--- src/sv/dse_pkg.sv ---
`timescale 1ns / 1ps
// ----------------------------------------------------------------------------
// dse_pkg - shared types and constants of the duration setting editor
// Mode codes, value limits, register map and the result record.
// ----------------------------------------------------------------------------
package dse_pkg;

  localparam int unsigned ValW   = 7;
  localparam int unsigned ModeW  = 3;
  localparam int unsigned DigitW = 4;

  // Mode codes
  localparam logic [ModeW-1:0] MODE_RESET  = 3'd0;
  localparam logic [ModeW-1:0] MODE_RUN    = 3'd1;
  localparam logic [ModeW-1:0] MODE_RED    = 3'd2;
  localparam logic [ModeW-1:0] MODE_YELLOW = 3'd3;
  localparam logic [ModeW-1:0] MODE_GREEN  = 3'd4;

  // Smallest duration and reset value of the wrap limit
  localparam logic [ValW-1:0] MIN_VALUE       = 7'd1;
  localparam logic [ValW-1:0] MAX_COUNT_RESET = 7'd99;

  // Configuration register map
  localparam int unsigned     PADDR_W        = 3;
  localparam logic [PADDR_W-1:0] ADDR_MAX_COUNT = 3'd0;

  // Fixed-point reciprocal of ten: tens = (v * 205) >> 11, exact for v < 128
  localparam logic [7:0] RECIP_TEN   = 8'd205;
  localparam int unsigned RECIP_SHIFT = 11;
  localparam logic [3:0] TEN          = 4'd10;

  // Index of the channel slot (red, yellow, green)
  localparam logic [1:0] SLOT_RED    = 2'd0;
  localparam logic [1:0] SLOT_YELLOW = 2'd1;
  localparam logic [1:0] SLOT_GREEN  = 2'd2;

  // One result record
  typedef struct packed {
    logic [ModeW-1:0]  current_mode;
    logic              run_normal;
    logic [ValW-1:0]   red_time;
    logic [ValW-1:0]   yellow_time;
    logic [ValW-1:0]   green_time;
    logic [ValW-1:0]   shown_value;
    logic [DigitW-1:0] shown_tens;
    logic [DigitW-1:0] shown_ones;
  } res_t;

endpackage

--- src/sv/duration_setting_editor.sv ---
`timescale 1ns / 1ps
// ----------------------------------------------------------------------------
// duration_setting_editor - button driven editor of three lamp durations
// Edge-detects four buttons, steps the edit mode, edits and commits the red,
// yellow and green durations, and reports the shown value in decimal digits.
// ----------------------------------------------------------------------------
// Usage:
//   The input channel carries one tick of four sampled button levels per
//   transaction. Each accepted transaction yields exactly one result
//   transaction on the output channel: mode, run flag, the three committed
//   durations and the shown value with its tens and ones digits.
//   A result is registered in the output register, or in the skid register
//   while the receiver stalls. Throughput is one transaction per cycle while
//   in_stall_o is low, set by the single pass of edge detection, mode step
//   and edit arithmetic between the state registers and the result register.
//   When the receiver stalls, the result register holds and one more result
//   is parked in a skid register; input stall rises only while that skid
//   register is full, so the block keeps taking ticks while a result waits.
//   Reset clears mode, run flag, durations, edit values, button history and
//   both output valid flags, and sets max_count to 99. max_count is written
//   over the APB port at byte address 0; write it only while idle.
// ----------------------------------------------------------------------------
module duration_setting_editor (
  input  logic                          clk_i,
  input  logic                          rst_ni,
  // APB configuration port
  input  logic                          psel,
  input  logic                          penable,
  input  logic                          pwrite,
  input  logic [dse_pkg::PADDR_W-1:0]   paddr,
  input  logic [31:0]                   pwdata,
  output logic [31:0]                   prdata,
  output logic                          pready,
  // Input channel
  input  logic                          in_valid_i,
  output logic                          in_stall_o,
  input  logic                          mode_button_i,
  input  logic                          up_button_i,
  input  logic                          down_button_i,
  input  logic                          commit_button_i,
  // Output channel
  output logic                          out_valid_o,
  input  logic                          out_stall_i,
  output logic [dse_pkg::ModeW-1:0]     current_mode_o,
  output logic                          run_normal_o,
  output logic [dse_pkg::ValW-1:0]      red_time_o,
  output logic [dse_pkg::ValW-1:0]      yellow_time_o,
  output logic [dse_pkg::ValW-1:0]      green_time_o,
  output logic [dse_pkg::ValW-1:0]      shown_value_o,
  output logic [dse_pkg::DigitW-1:0]    shown_tens_o,
  output logic [dse_pkg::DigitW-1:0]    shown_ones_o
);

  // Configuration and editor state
  logic [dse_pkg::ValW-1:0]  max_count_q;
  logic [dse_pkg::ModeW-1:0] mode_q, mode_d;
  logic                      run_q, run_d;
  logic [dse_pkg::ValW-1:0]  commit_q [3];
  logic [dse_pkg::ValW-1:0]  commit_d [3];
  logic [dse_pkg::ValW-1:0]  edit_q   [3];
  logic [dse_pkg::ValW-1:0]  edit_d   [3];
  logic [3:0]                held_q, held_d;
  logic [dse_pkg::ValW-1:0]  disp_q, disp_d;

  // Output registers
  dse_pkg::res_t out_q, skid_q, res_d;
  logic          out_valid_q, skid_valid_q;

  logic          in_accept;
  logic          out_fire;
  logic          cfg_write;
  logic [3:0]    level;
  logic [3:0]    press;
  logic          is_edit;
  logic [1:0]    slot;
  logic [dse_pkg::ValW-1:0] cur;
  logic [dse_pkg::ValW:0]   inc;
  logic [14:0]              tens_prod;
  logic [dse_pkg::DigitW-1:0] tens;
  logic [dse_pkg::ValW-1:0]   tens_x10;

  assign in_stall_o = skid_valid_q;
  assign in_accept  = in_valid_i && !skid_valid_q;
  assign out_fire   = out_valid_q && !out_stall_i;

  // APB access: always ready, single register
  assign pready    = 1'b1;
  assign cfg_write = psel && penable && pwrite && (paddr == dse_pkg::ADDR_MAX_COUNT);
  assign prdata    = (paddr == dse_pkg::ADDR_MAX_COUNT) ? {25'd0, max_count_q} : 32'd0;

  always_ff @(posedge clk_i or negedge rst_ni) begin
    if (!rst_ni) begin
      max_count_q <= dse_pkg::MAX_COUNT_RESET;
    end else if (cfg_write) begin
      max_count_q <= pwdata[dse_pkg::ValW-1:0];
    end
  end

  // Detect presses and apply mode, up, down, commit in that order
  assign level = {commit_button_i, down_button_i, up_button_i, mode_button_i};
  assign press = level & ~held_q;
  assign held_d = level;

  always_comb begin
    mode_d   = mode_q;
    run_d    = run_q;
    commit_d = commit_q;
    edit_d   = edit_q;
    disp_d   = disp_q;
    is_edit  = 1'b0;
    slot     = dse_pkg::SLOT_RED;
    cur      = '0;
    inc      = '0;

    // Step the mode
    if (press[0]) begin
      if (mode_q >= dse_pkg::MODE_GREEN) begin
        mode_d = dse_pkg::MODE_RUN;
      end else begin
        mode_d = mode_q + 3'd1;
      end
      if (mode_d == dse_pkg::MODE_RUN) begin
        run_d = 1'b1;
      end
      if (mode_d == dse_pkg::MODE_RED) begin
        run_d = 1'b0;
      end
    end

    is_edit = (mode_d == dse_pkg::MODE_RED) || (mode_d == dse_pkg::MODE_YELLOW) ||
              (mode_d == dse_pkg::MODE_GREEN);
    if (mode_d == dse_pkg::MODE_YELLOW) begin
      slot = dse_pkg::SLOT_YELLOW;
    end else if (mode_d == dse_pkg::MODE_GREEN) begin
      slot = dse_pkg::SLOT_GREEN;
    end

    // Load the edit value on entry to an edit mode
    cur = edit_q[slot];
    if (press[0] && is_edit) begin
      cur    = commit_q[slot];
      disp_d = cur;
    end

    // Increment, wrapping above max_count to the minimum
    if (press[1] && is_edit) begin
      inc = {1'b0, cur} + 8'd1;
      if (inc > {1'b0, max_count_q}) begin
        cur = dse_pkg::MIN_VALUE;
      end else begin
        cur = inc[dse_pkg::ValW-1:0];
      end
      disp_d = cur;
    end

    // Decrement, wrapping below the minimum to max_count
    if (press[2] && is_edit) begin
      if (cur <= dse_pkg::MIN_VALUE) begin
        cur = max_count_q;
      end else begin
        cur = cur - 7'd1;
      end
      disp_d = cur;
    end

    if (is_edit) begin
      edit_d[slot] = cur;
    end

    // Commit the edit value
    if (press[3] && is_edit) begin
      commit_d[slot] = cur;
    end
  end

  // Split the shown value into decimal digits
  assign tens_prod = 15'(disp_d) * 15'(dse_pkg::RECIP_TEN);
  assign tens      = tens_prod[14:dse_pkg::RECIP_SHIFT];
  assign tens_x10  = 7'(tens) * 7'(dse_pkg::TEN);

  always_comb begin
    res_d.current_mode = mode_d;
    res_d.run_normal   = run_d;
    res_d.red_time     = commit_d[dse_pkg::SLOT_RED];
    res_d.yellow_time  = commit_d[dse_pkg::SLOT_YELLOW];
    res_d.green_time   = commit_d[dse_pkg::SLOT_GREEN];
    res_d.shown_value  = disp_d;
    res_d.shown_tens   = tens;
    res_d.shown_ones   = 4'(disp_d - tens_x10);
  end

  // Advance editor state on each accepted transaction
  always_ff @(posedge clk_i or negedge rst_ni) begin
    if (!rst_ni) begin
      mode_q   <= dse_pkg::MODE_RESET;
      run_q    <= 1'b0;
      commit_q <= '{default: '0};
      edit_q   <= '{default: '0};
      held_q   <= '0;
      disp_q   <= '0;
    end else if (in_accept) begin
      mode_q   <= mode_d;
      run_q    <= run_d;
      commit_q <= commit_d;
      edit_q   <= edit_d;
      held_q   <= held_d;
      disp_q   <= disp_d;
    end
  end

  // Output register with skid stage
  always_ff @(posedge clk_i or negedge rst_ni) begin
    if (!rst_ni) begin
      out_valid_q  <= 1'b0;
      skid_valid_q <= 1'b0;
    end else begin
      if (!out_valid_q || out_fire) begin
        out_valid_q  <= skid_valid_q || in_accept;
        skid_valid_q <= 1'b0;
      end else if (in_accept) begin
        skid_valid_q <= 1'b1;
      end
    end
  end

  always_ff @(posedge clk_i) begin
    if (!out_valid_q || out_fire) begin
      if (skid_valid_q) begin
        out_q <= skid_q;
      end else if (in_accept) begin
        out_q <= res_d;
      end
    end else if (in_accept) begin
      skid_q <= res_d;
    end
  end

  assign out_valid_o    = out_valid_q;
  assign current_mode_o = out_q.current_mode;
  assign run_normal_o   = out_q.run_normal;
  assign red_time_o     = out_q.red_time;
  assign yellow_time_o  = out_q.yellow_time;
  assign green_time_o   = out_q.green_time;
  assign shown_value_o  = out_q.shown_value;
  assign shown_tens_o   = out_q.shown_tens;
  assign shown_ones_o   = out_q.shown_ones;

`ifndef SYNTH
  // Skid register only fills behind a waiting result
  a_skid_behind_out: assert property (@(posedge clk_i) disable iff (!rst_ni)
    skid_valid_q |-> out_valid_q)
    else $error("skid register full while output register empty");

  // Mode stays within the defined codes
  a_mode_range: assert property (@(posedge clk_i) disable iff (!rst_ni)
    mode_q <= dse_pkg::MODE_GREEN)
    else $error("mode register out of range");

  // Entering run mode sets the run flag
  a_run_on_entry: assert property (@(posedge clk_i) disable iff (!rst_ni)
    (in_accept && press[0] && (mode_d == dse_pkg::MODE_RUN)) |=> run_q)
    else $error("run flag not set on entry to run mode");

  // A fired result with nothing behind it and no new work empties the stage
  a_drain: assert property (@(posedge clk_i) disable iff (!rst_ni)
    (out_fire && !skid_valid_q && !in_accept) |=> !out_valid_q)
    else $error("result produced without a transaction");
`endif

endmodule
--- config.mk ---
export PLATFORM = sky130hd
export DESIGN_NAME = duration_setting_editor
export DESIGN_NICKNAME = d
export VERILOG_FILES = /design/src/sv/dse_pkg.sv /design/src/sv/duration_setting_editor.sv
export SDC_FILE = /design/constraint.sdc
export NUM_CORES = 1
export LEC_CHECK = 0
export BUFFER_PORTS_ARGS = -buffer_cell sky130_fd_sc_hd__buf_4
export CAP_MARGIN = 20
export CORE_MARGIN = 4
export CORE_UTILIZATION = 40
export CTS_CLUSTER_DIAMETER = 200
export DETAILED_ROUTE_END_ITERATION = 10
export HOLD_SLACK_MARGIN = 0.12
export SYNTH_ARGS = -nofsm -noshare
export SYNTH_HDL_FRONTEND = slang
export SYNTH_SLANG_ARGS = --single-unit
--- constraint.sdc ---
create_clock -name clk_i -period 28 [get_ports clk_i]
set_input_delay 2.8 -clock clk_i [delete_from_list [all_inputs] [get_ports clk_i]]
set_output_delay 2.8 -clock clk_i [all_outputs]
set_load 0.01 [all_outputs]
==> summary.md <==
| Metric | Value |
|---|---|
| Outcome | finished clean |
| Cell family with most CP delay | adder cells |
| Combined area of all synthesized cells | 8586 µm² |
| FF-to-FF setup slack | 15.54 ns |
| Post-Place Setup Slack | 13.47 ns |
| Min Clock Period, post-route | 14.23 ns |
| Least-Margin Pin Slew | 0.9583 ns |
| Effective utilization at floorplan | 0.4071 |
| Maximum number of pins on one net before global-route repair | 67 |
| Number of warning messages in the yosys log | 0 |
| Input/output buffers | 69 |
| Count of flip-flops with a built-in enable after synthesis | 78 |
| Slowest-stage cell, CP | sky130_fd_sc_hd__a21oi_1 |
| Worst Reg-to-Reg Cells | 50 |
| Final number of hold-violating endpoints | 0 |
| Wire length of the first global-routing pass | 32,000 µm |
| Clock skew | 0.01023 ns |
| Placement Cell Area | 9323 µm² |
| Setup TNS | 0 ns |
| Vias in the first global route | 5,886 |
| Core Footprint | 21,090 µm² |
| Clock sink count | 144 |
| Post-cts resize count | 0 |
| Top-level I/O count | 121 |
| Buffer levels on the longest clock path | 2 |
| Most common cell on crit path | sky130_fd_sc_hd__ha_1 |
| TritonCTS buffer count | 17 |
| Total count of max-transition violations in the final report | 0 |
| Layout cells sized above 1 | 0.2315 |
| Max-slew headroom at the worst pin | 0.3557 |
| Average vias per placed instance | 5.209 |
| Fill cell instance count of the final layout | 1,989 |
| Hold endpoint | disp_q[3] |
| Row Count | 53 |
| Final cell area excluding filler cells | 9936 µm² |
| Type of destination of the critical path | register |
| Synth-to-layout area growth | 15.72% |
| Detail Route Antenna Nets | 0 |
| DIE AREA | 23,870 µm² |
| Routability congestion estimate from global placement | 0.8718 |
| Biggest fanout along the worst timing path | 13 |
| Reg-to-Reg Start | mode_q[0] |
| Die outline height | 154.5 µm |
| Chip width | 154.5 µm |
| Critical path class | in2reg |
| Top flip-flop cell by instance count after synthesis | sky130_fd_sc_hd__edfxtp_1 |
| Number of buffers added to fix hold violations after cts | 0 |
| Iteration count of the initial detailed-routing pass | 5 |
| RSZ-0062 raised after global routing | no |
| Share of synthesized registers carrying an async set or reset | 0.4583 |
| Average wire per standard cell | 16.86 µm |
| Max Fclk | 70.30 MHz |
| Number of buffer and inverter stages on the critical path | 8 |
| Startpoint of the lowest-slack hold path | disp_q[3] |
| Cell chosen for the clock root | sky130_fd_sc_hd__clkbuf_16 |
| Worst setup slack after layout | 13.77 ns |
| Total Nets Final | 983 |
| Via count | 6,089 |
| First-iteration detailed-routing DRC count | 434 |
| Clock tree from TritonCTS | done |
| Maximum Capacitance Violations | 0 |
| Post-detailed-routing wire length | 19,710 µm |
| Kind of start point of the critical path | input pin |
| Post-route DRC violation count | 0 |
| Clock latency reported for the late side of the worst-skew pair | 0.42 ns |
| Post-CTS setup repair buffer count | 0 |
| Required time worst endpoint | 28.15 ns |
| Global-route usage over all layers | 0.1679 |
| Peak per-stage delay on the critical path | 0.67 ns |
| Final antenna diode count | 0 |
| Crit path DAT | 14.38 ns |
| H-tree depth reported by CTS | 4 |
| Global route total overflow | 0 |
| Number of antenna violations at the first check in global routing | 0 |
| Flop and latch count out of synthesis | 144 |
| Yosys cell types | 76 |
| Worst Hold Class | reg2reg |
| Share of the yosys chip area belonging to registers | 0.4658 |
| Post-route fraction of the period consumed by the critical path | 0.5080 |
| Number of cells on the worst hold path | 2 |
| Number of endpoints failing setup at the final stage | 0 |
| Critical R2R Capture | shown_ones_o[3] |
| Clock-pin slew on the worst setup and hold paths | 0.06 ns |
| Detailed placement HPWL | 14,050 µm |
| Avg Synthesized Cell Area | 10.53 µm² |
| Synthesized instance count | 815 |
-- metal layers --
| metal | vias up | track usage | part of all wire |
|---|---|---|---|
| met5 | - | 0 | 0 |
| met3 | 16 | 0.03078 | 0.044 |
| met1 | 2913 | 0.2403 | 0.49 |
| li1 | 3011 | - | - |
| met2 | 149 | 0.2652 | 0.46 |
| met4 | 0 | 0.04205 | 0.012 |
-- cells in the mapped netlist, types with 5 or more instances --
library cell,n,share of area
sky130_fd_sc_hd__nor2b_1,8,0.0058
sky130_fd_sc_hd__nor3_1,16,0.0093
sky130_fd_sc_hd__clkbuf_1,20,0.0087
sky130_fd_sc_hd__mux2i_1,12,0.014
sky130_fd_sc_hd__o21a_1,6,0.0052
sky130_fd_sc_hd__o211ai_1,10,0.0087
sky130_fd_sc_hd__edfxtp_1,78,0.27
sky130_fd_sc_hd__inv_1,55,0.024
sky130_fd_sc_hd__ha_1,47,0.068
sky130_fd_sc_hd__nand4_1,7,0.0051
sky130_fd_sc_hd__nand2_1,102,0.045
sky130_fd_sc_hd__and2_1,10,0.0073
sky130_fd_sc_hd__buf_2,5,0.0029
sky130_fd_sc_hd__nor2_1,44,0.019
sky130_fd_sc_hd__a21oi_1,32,0.019
sky130_fd_sc_hd__dfrtp_1,62,0.18
sky130_fd_sc_hd__xnor2_1,9,0.0092
sky130_fd_sc_hd__o21ai_0,61,0.036
sky130_fd_sc_hd__nand2b_1,6,0.0044
sky130_fd_sc_hd__nand3_1,14,0.0082
sky130_fd_sc_hd__buf_4,27,0.024
sky130_fd_sc_hd__xor2_1,5,0.0051
sky130_fd_sc_hd__o22ai_1,6,0.0044
sky130_fd_sc_hd__mux2_2,67,0.088
sky130_fd_sc_hd__fa_1,9,0.021
-- per-stage QoR --
stage	hold slack (ns)	utilization	std cells
after floorplan	0.4463	-	839
after global placement	0.4584	0.4408	1136
after detailed placement	0.4713	0.4421	1137
after global routing	0.5138	0.4712	1169
final	0.4811	0.4712	1169
after CTS	0.4855	0.4712	1169
-- sequential cells by signal (all words and copies together), names as in the netlist, 7 cells and up --
| register | count |
|---|---|
| max_count_q | 7 |
| shown_value_o | 7 |
| red_time_o | 7 |
| green_time_o | 7 |
| skid_q | 39 |
| edit_q | 21 |
| yellow_time_o | 7 |
| commit_q | 21 |
| disp_q | 7 |
-- cells by family (layout without fill, tap and decap cells) --
kind of cell | Yosys count | after routing | synth area share
flops | 144 | 144 | 0.4658
fa+ha+maj | 56 | 56 | 0.08948
buf+inv | 113 | 168 | 0.06368
compound gates | 174 | 174 | 0.1326
other cells | 2 | 26 | 0.0008747
simple gates | 231 | 231 | 0.1275
xor+xnor | 15 | 15 | 0.01690
mux | 80 | 80 | 0.1032
-- how the worst max path moves through the flow --
stage | from | to | slack [ns] | cells after the start
2_1_floorplan | mode_button_i | shown_ones_o[3] | 15.87 | 48
3_3_place_gp | mode_button_i | shown_ones_o[3] | 13.45 | 50
3_5_place_dp | mode_button_i | shown_ones_o[3] | 13.47 | 50
4_1_cts | mode_button_i | shown_ones_o[3] | 13.88 | 50
5_1_grt | mode_button_i | shown_ones_o[3] | 12.82 | 50
6_report | mode_button_i | shown_ones_o[3] | 13.77 | 50
-- layout by cell type, fill, tap and decap left out, drive strengths merged, types with 4 or more instances in the layout --
| cell | Yosys | routed |
|---|---|---|
| nand2 | 103 | 103 |
| o21bai | 4 | 4 |
| xnor2 | 9 | 9 |
| nand2b | 6 | 6 |
| nor2b | 8 | 8 |
| o22a | 4 | 4 |
| o21a | 6 | 6 |
| or3 | 5 | 5 |
| xor2 | 5 | 5 |
| dfrtp | 62 | 62 |
| inv | 57 | 59 |
| clkbuf | 20 | 20 |
| dfstp | 4 | 4 |
| edfxtp | 78 | 78 |
| nor3 | 16 | 16 |
| nand3 | 15 | 15 |
| and2 | 10 | 10 |
| mux2 | 68 | 68 |
| o21ai | 67 | 67 |
| a31oi | 4 | 4 |
| fa | 9 | 9 |
| o22ai | 6 | 6 |
| nor2 | 44 | 44 |
| nand4 | 7 | 7 |
| mux2i | 12 | 12 |
| o211ai | 10 | 10 |
| ha | 47 | 47 |
| buf | 36 | 79 |
| clkinv | 0 | 6 |
| a21oi | 33 | 33 |
| conb | 2 | 26 |
| o31ai | 5 | 5 |
-- cell type report --
cell class / instances / area (µm²) / area share
Clock buffer: 20 / 456.7 / 0.04596
Clock inverter: 12 / 156.4 / 0.01574
Inverter: 57 / 214.0 / 0.02153
Multi-Input combinational cell: 582 / 4151 / 0.4178
Sequential cell: 144 / 4000 / 0.4026
Tap cell: 275 / 344.1 / 0.03463
Timing Repair Buffer: 79 / 613.1 / 0.06171
-- worst min-delay path: cells and delay by family (launching register included) --
kind,cells,cell delay (ns)
and+or+nand+nor,1,0.05
AOI/OAI and AO/OA,1,0.06
DFF,1,0.34
Power is left out: the tool's default activity adds up to more than one toggle a clock period on the data nets, which glitch-free logic cannot reach.
